--- config.mk ---
export PLATFORM = sky130hd
export DESIGN_NAME = icc_ctrl
export DESIGN_NICKNAME = d
export VERILOG_FILES = /design/src/rtl/core/icc_pkg.sv /design/src/rtl/core/icc_ctrl.sv
export SDC_FILE = /design/constraint.sdc
export NUM_CORES = 1
export LEC_CHECK = 0
export ABC_AREA = 1
export BUFFER_PORTS_ARGS = -buffer_cell sky130_fd_sc_hd__buf_2
export CAP_MARGIN = 15
export CORE_AREA = 2 2 39 41
export CTS_CLUSTER_DIAMETER = 50
export DETAILED_ROUTE_END_ITERATION = 7
export DIE_AREA = 0 0 41 43
export PLACE_DENSITY = 0.45
export SYNTH_ARGS = -nofsm -noshare
export SYNTH_HDL_FRONTEND = slang
export SYNTH_SLANG_ARGS = --single-unit
--- constraint.sdc ---
create_clock -name clk -period 3.8 [get_ports clk]
set_clock_uncertainty 0.2 [all_clocks]
set_input_delay 0.19 -clock clk [delete_from_list [all_inputs] [get_ports clk]]
set_output_delay 0.19 -clock clk [all_outputs]
set_load 0.01 [all_outputs]
--- src/rtl/core/icc_pkg.sv ---
// Shared constants, command codes and control structures of the coverage counter.
`timescale 1ns / 1ps
`default_nettype none

package icc_pkg;

  // Field widths of the stream and configuration ports.
  localparam int RANGE_W     = 17;
  localparam int LIMIT_W     = 16;
  localparam int CMD_W       = 2;
  localparam int IN_TDATA_W  = 40;
  localparam int OUT_TDATA_W = 8;
  localparam int CFG_IDX_W   = 2;
  localparam int CFG_DATA_W  = 17;

  // Default store geometry.
  localparam int DEF_POSITIONS  = 65536;
  localparam int DEF_COUNT_BITS = 16;

  // Command codes carried in in_tuser.
  localparam logic [CMD_W-1:0] CMD_ADD   = 2'd0;
  localparam logic [CMD_W-1:0] CMD_QUERY = 2'd1;
  localparam logic [CMD_W-1:0] CMD_CLEAR = 2'd2;

  // Configuration register indexes.
  localparam logic [CFG_IDX_W-1:0] REG_LIMIT  = 2'd0;
  localparam logic [CFG_IDX_W-1:0] REG_WSTART = 2'd1;
  localparam logic [CFG_IDX_W-1:0] REG_WEND   = 2'd2;

  // Register reset values.
  localparam logic [LIMIT_W-1:0] LIMIT_RST  = 16'd12;
  localparam logic [RANGE_W-1:0] WSTART_RST = 17'd0;
  localparam logic [RANGE_W-1:0] WEND_RST   = 17'd65536;

  // Commands from the controller to the datapath.
  typedef struct packed {
    logic load;
    logic setup;
    logic step;
    logic out_load;
  } icc_ctrl_cmd_t;

  // Status from the datapath to the controller.
  typedef struct packed {
    logic walk_done;
    logic out_valid;
  } icc_dp_status_t;

endpackage

`default_nettype wire

--- src/rtl/core/icc_ctrl.sv ---
// Controller state machine that sequences each command over the count store.
`timescale 1ns / 1ps
`default_nettype none

module icc_ctrl (
  input  wire logic                    clk,
  input  wire logic                    rst_n,
  input  wire logic                    in_tvalid,
  output logic                         in_tready,
  input  wire logic                    out_tready,
  input  wire icc_pkg::icc_dp_status_t status,
  output icc_pkg::icc_ctrl_cmd_t       cmd
);

  import icc_pkg::*;

  typedef enum logic [4:0] {
    S_WIPE  = 5'b00001,
    S_IDLE  = 5'b00010,
    S_SETUP = 5'b00100,
    S_RUN   = 5'b01000,
    S_DONE  = 5'b10000
  } icc_state_t;

  icc_state_t state_r, state_nxt;

  // Next state and datapath commands.
  always_comb begin
    state_nxt    = state_r;
    cmd          = '0;
    in_tready    = 1'b0;
    unique case (state_r)
      S_WIPE: begin
        cmd.step = 1'b1;
        if (status.walk_done) begin
          state_nxt = S_IDLE;
        end
      end
      S_IDLE: begin
        in_tready = 1'b1;
        if (in_tvalid) begin
          cmd.load  = 1'b1;
          state_nxt = S_SETUP;
        end
      end
      S_SETUP: begin
        cmd.setup = 1'b1;
        state_nxt = S_RUN;
      end
      S_RUN: begin
        cmd.step = 1'b1;
        if (status.walk_done) begin
          state_nxt = S_DONE;
        end
      end
      S_DONE: begin
        // Hand the result over once the output register is free.
        if (!status.out_valid || out_tready) begin
          cmd.out_load = 1'b1;
          state_nxt    = S_IDLE;
        end
      end
      default: begin
        state_nxt = S_IDLE;
      end
    endcase
  end

  // State register; reset starts the clearing pass over the store.
  always_ff @(posedge clk) begin
    if (!rst_n) begin
      state_r <= S_WIPE;
    end else begin
      state_r <= state_nxt;
    end
  end

endmodule

`default_nettype wire

==> metrics.txt <==
Area Overhead vs Synth 35.50%; first-pass GRT wire length 1.338 mm; final core utilization about a third; Hold Path Class input port to flop; setup repair bufs after CTS 0; clock sink count 5; Starting DRT DRC Count 3; top cell types by occurrence after synthesis inv_1, nor2_1, dfxtp_1, nand2_1, nor2_2; GRT Residual Overflow 0; CP Data Arrival Time between 1500 and 2000 ps; Multi-input gate area between 150 and 200 um2; Setup Viol. Count Final 0; post-route non-filler standard cell count 81; most frequent cell after synthesis inv_1; maximum clock frequency 0.6114 GHz; part of the power in registers around 37%; max-slew violations 0; total CTS buffers 3; Worst Path Required roughly 3800 ps; DR vias/cell about 4.1; minimum clock period between 1500 and 2000 ps; width of the die between 40 and 50 um; Tot GR Track Use about an eighth; Setup CP Type flop to flop; Design Power 0.1625 mW; Final Hold Viols 0; antenna-violating nets left 0; Sw Ratio a little under a third; Lkg Pwr between 0.2 and 0.25 nW; share of cells above drive strength 1 approximately 42%; wire per inst 9.086 um; max_cap viols 0; max_slew headroom about 88%; largest net degree at the start of global routing 5; Rows 14; Placer Congestion ~0.68; RSZ-0062 raised after global routing no; Residual DRC 0; CP delay by family, top buffers and inverters; Synth area leader dfxtp_1; Clk network pwr share between 30 and 40%; I/O pin count 11; initial antenna violation count 0; Worst-path clk slew about 50 ps; Net Sw Power 0.04997 mW; Seq cells post-synth 5; ranking of synthesized cells by area dfxtp_1, inv_1, nor2_2, nand3_2, nor2_1; Worst Tran Pin Value 183.5 ps; clock buffer depth 2; final WL approximately 740 um; YS warnings 0; cell-internal power 0.1126 mW; Starting Density between 20% and 30%; clock latency at the later pin of the worst-skew pair between 200 and 300 ps; # placed instances 75; Vias ~330; CP Cell Sequence nor2_2 > nand3_1 > o21ai_0 > dlygate4sd3_1; max FFs per register 5; Post-Synthesis Cells 49; combinational fraction of design power 23.6%; critical path peak fanout 4; design area ~440 um2; power per cell area 365.9 mW/mm2; main flop type after synthesis dfxtp_1; Synthesized Nets 55; fin crit share a little over two fifths; synthesized cell area approximately 330 um2; asr flop ratio synth 0%; CP max-delay cell dlygate4sd3_1; number of synthesized flops with an enable pin 0; CTS tree done; sum of buffers and inverters on the critical path 1; placed standard-cell area 397.9 um2; Mean Syn Cell Area ~6.7 um2; CORE AREA around 0.0014 mm2; sum of negative setup slack 0 ps; DIE HEIGHT 43 um; Worst VDD drop between 0.1 and 0.15 mV; H-tree depth 1; post-synthesis sequential area ratio 30.53%; final net count between 70 and 80; Crit path largest cell delay approximately 560 ps; Unique masters post-synth 15; top-area cell type share of the netlist area between 30% and 40%; HPWL after DPL approximately 580 um; outcome finished clean; DR pass1 iterations 2; biggest regs state_r x5; Most flops, register state_r; Storage cell area ~100 um2; vias in the first global route 340; FILL cells 161; Antenna Cells 0; port bufs 10; CTS root buf clkbuf_4; CP endpoint kind flop; die area roughly 0.0018 mm2; crit start category flop
==> logic make-up after synthesis <==
family,Yosys count,share of synthesized area [%]
DFF,5,30.54
buffers and inverters,11,12.60
and+or+nand+nor,27,45.80
AOI/OAI and AO/OA,6,11.07
==> repair_timing <==
action / 4_1_cts / 5_1_grt
resized for setup: 0 / 0
hold buffers: 2 / 0
endpoints found under the hold margin: 2 / 0
setup endpoints to repair: 0 / 0
==> area by class of cell <==
cell class,instances,area share (%)
Timing Repair Buffer,12,15.77
Clock buffer,4,5.915
Multi-Input combinational cell,33,41.97
Tap cell,16,4.507
Sequential cell,5,22.54
Inverter,11,9.296
==> final timing paths <==
kind	startpoint	end	slack, ps	cells past startpoint
max	state_r[2]	state_r[0]	2160	4
min	in_tvalid	state_r[2]	50	3
max reg2reg	state_r[2]	state_r[0]	2160	4
min reg2reg	state_r[4]	state_r[4]	320	2
==> metrics by stage <==
step,hold WS (ps),setup WS [ps]
after floorplan,66.23,2545
after global placement,219.5,2460
after detailed placement,216.3,2436
after CTS,40.03,2187
after global routing,39.07,2087
final,45.53,2164
==> worst min-delay path, delay by kind of cell <==
| kind | cells | cell delay (ps) |
|---|---|---|
| AND/OR/NAND/NOR | 1 | 60 |
| buffers and inverters | 2 | 190 |
==> placed cells by master, fill, tap and decap left out <==
cell | netlist | routed
dfxtp_1 | 5 | 5
nor3_1 | 1 | 1
nor2_2 | 5 | 5
a21oi_2 | 1 | 1
nand3_1 | 3 | 3
a21oi_1 | 3 | 3
o21ai_0 | 1 | 1
buf_2 | 0 | 10
o21a_1 | 1 | 1
inv_1 | 9 | 9
inv_2 | 2 | 2
nand2_2 | 2 | 2
dlygate4sd3_1 | 0 | 2
nand2_1 | 5 | 5
nor2_4 | 1 | 1
nand3_2 | 3 | 3
clkbuf_4 | 0 | 3
nor2_1 | 7 | 7
clkbuf_1 | 0 | 1
==> power groups by stage <==
stage,sequential [mW],clock [mW],combinational [mW]
after floorplan,0.0609,0,0.0259
after global placement,0.0616,0,0.0362
after detailed placement,0.0616,0,0.0365
after CTS,0.0606,0.0665,0.0388
after global routing,0.0617,0.0741,0.0435
final,0.0606,0.0635,0.0384
==> routing by layer <==
metal | global-route usage (%) | wire [um]
met1 | 12.90 | 296
met2 | 17.19 | 430
met5 | 0 | 0
met4 | 14.00 | 0
met3 | 3.141 | 9
(Power assumes the default switching activity.)
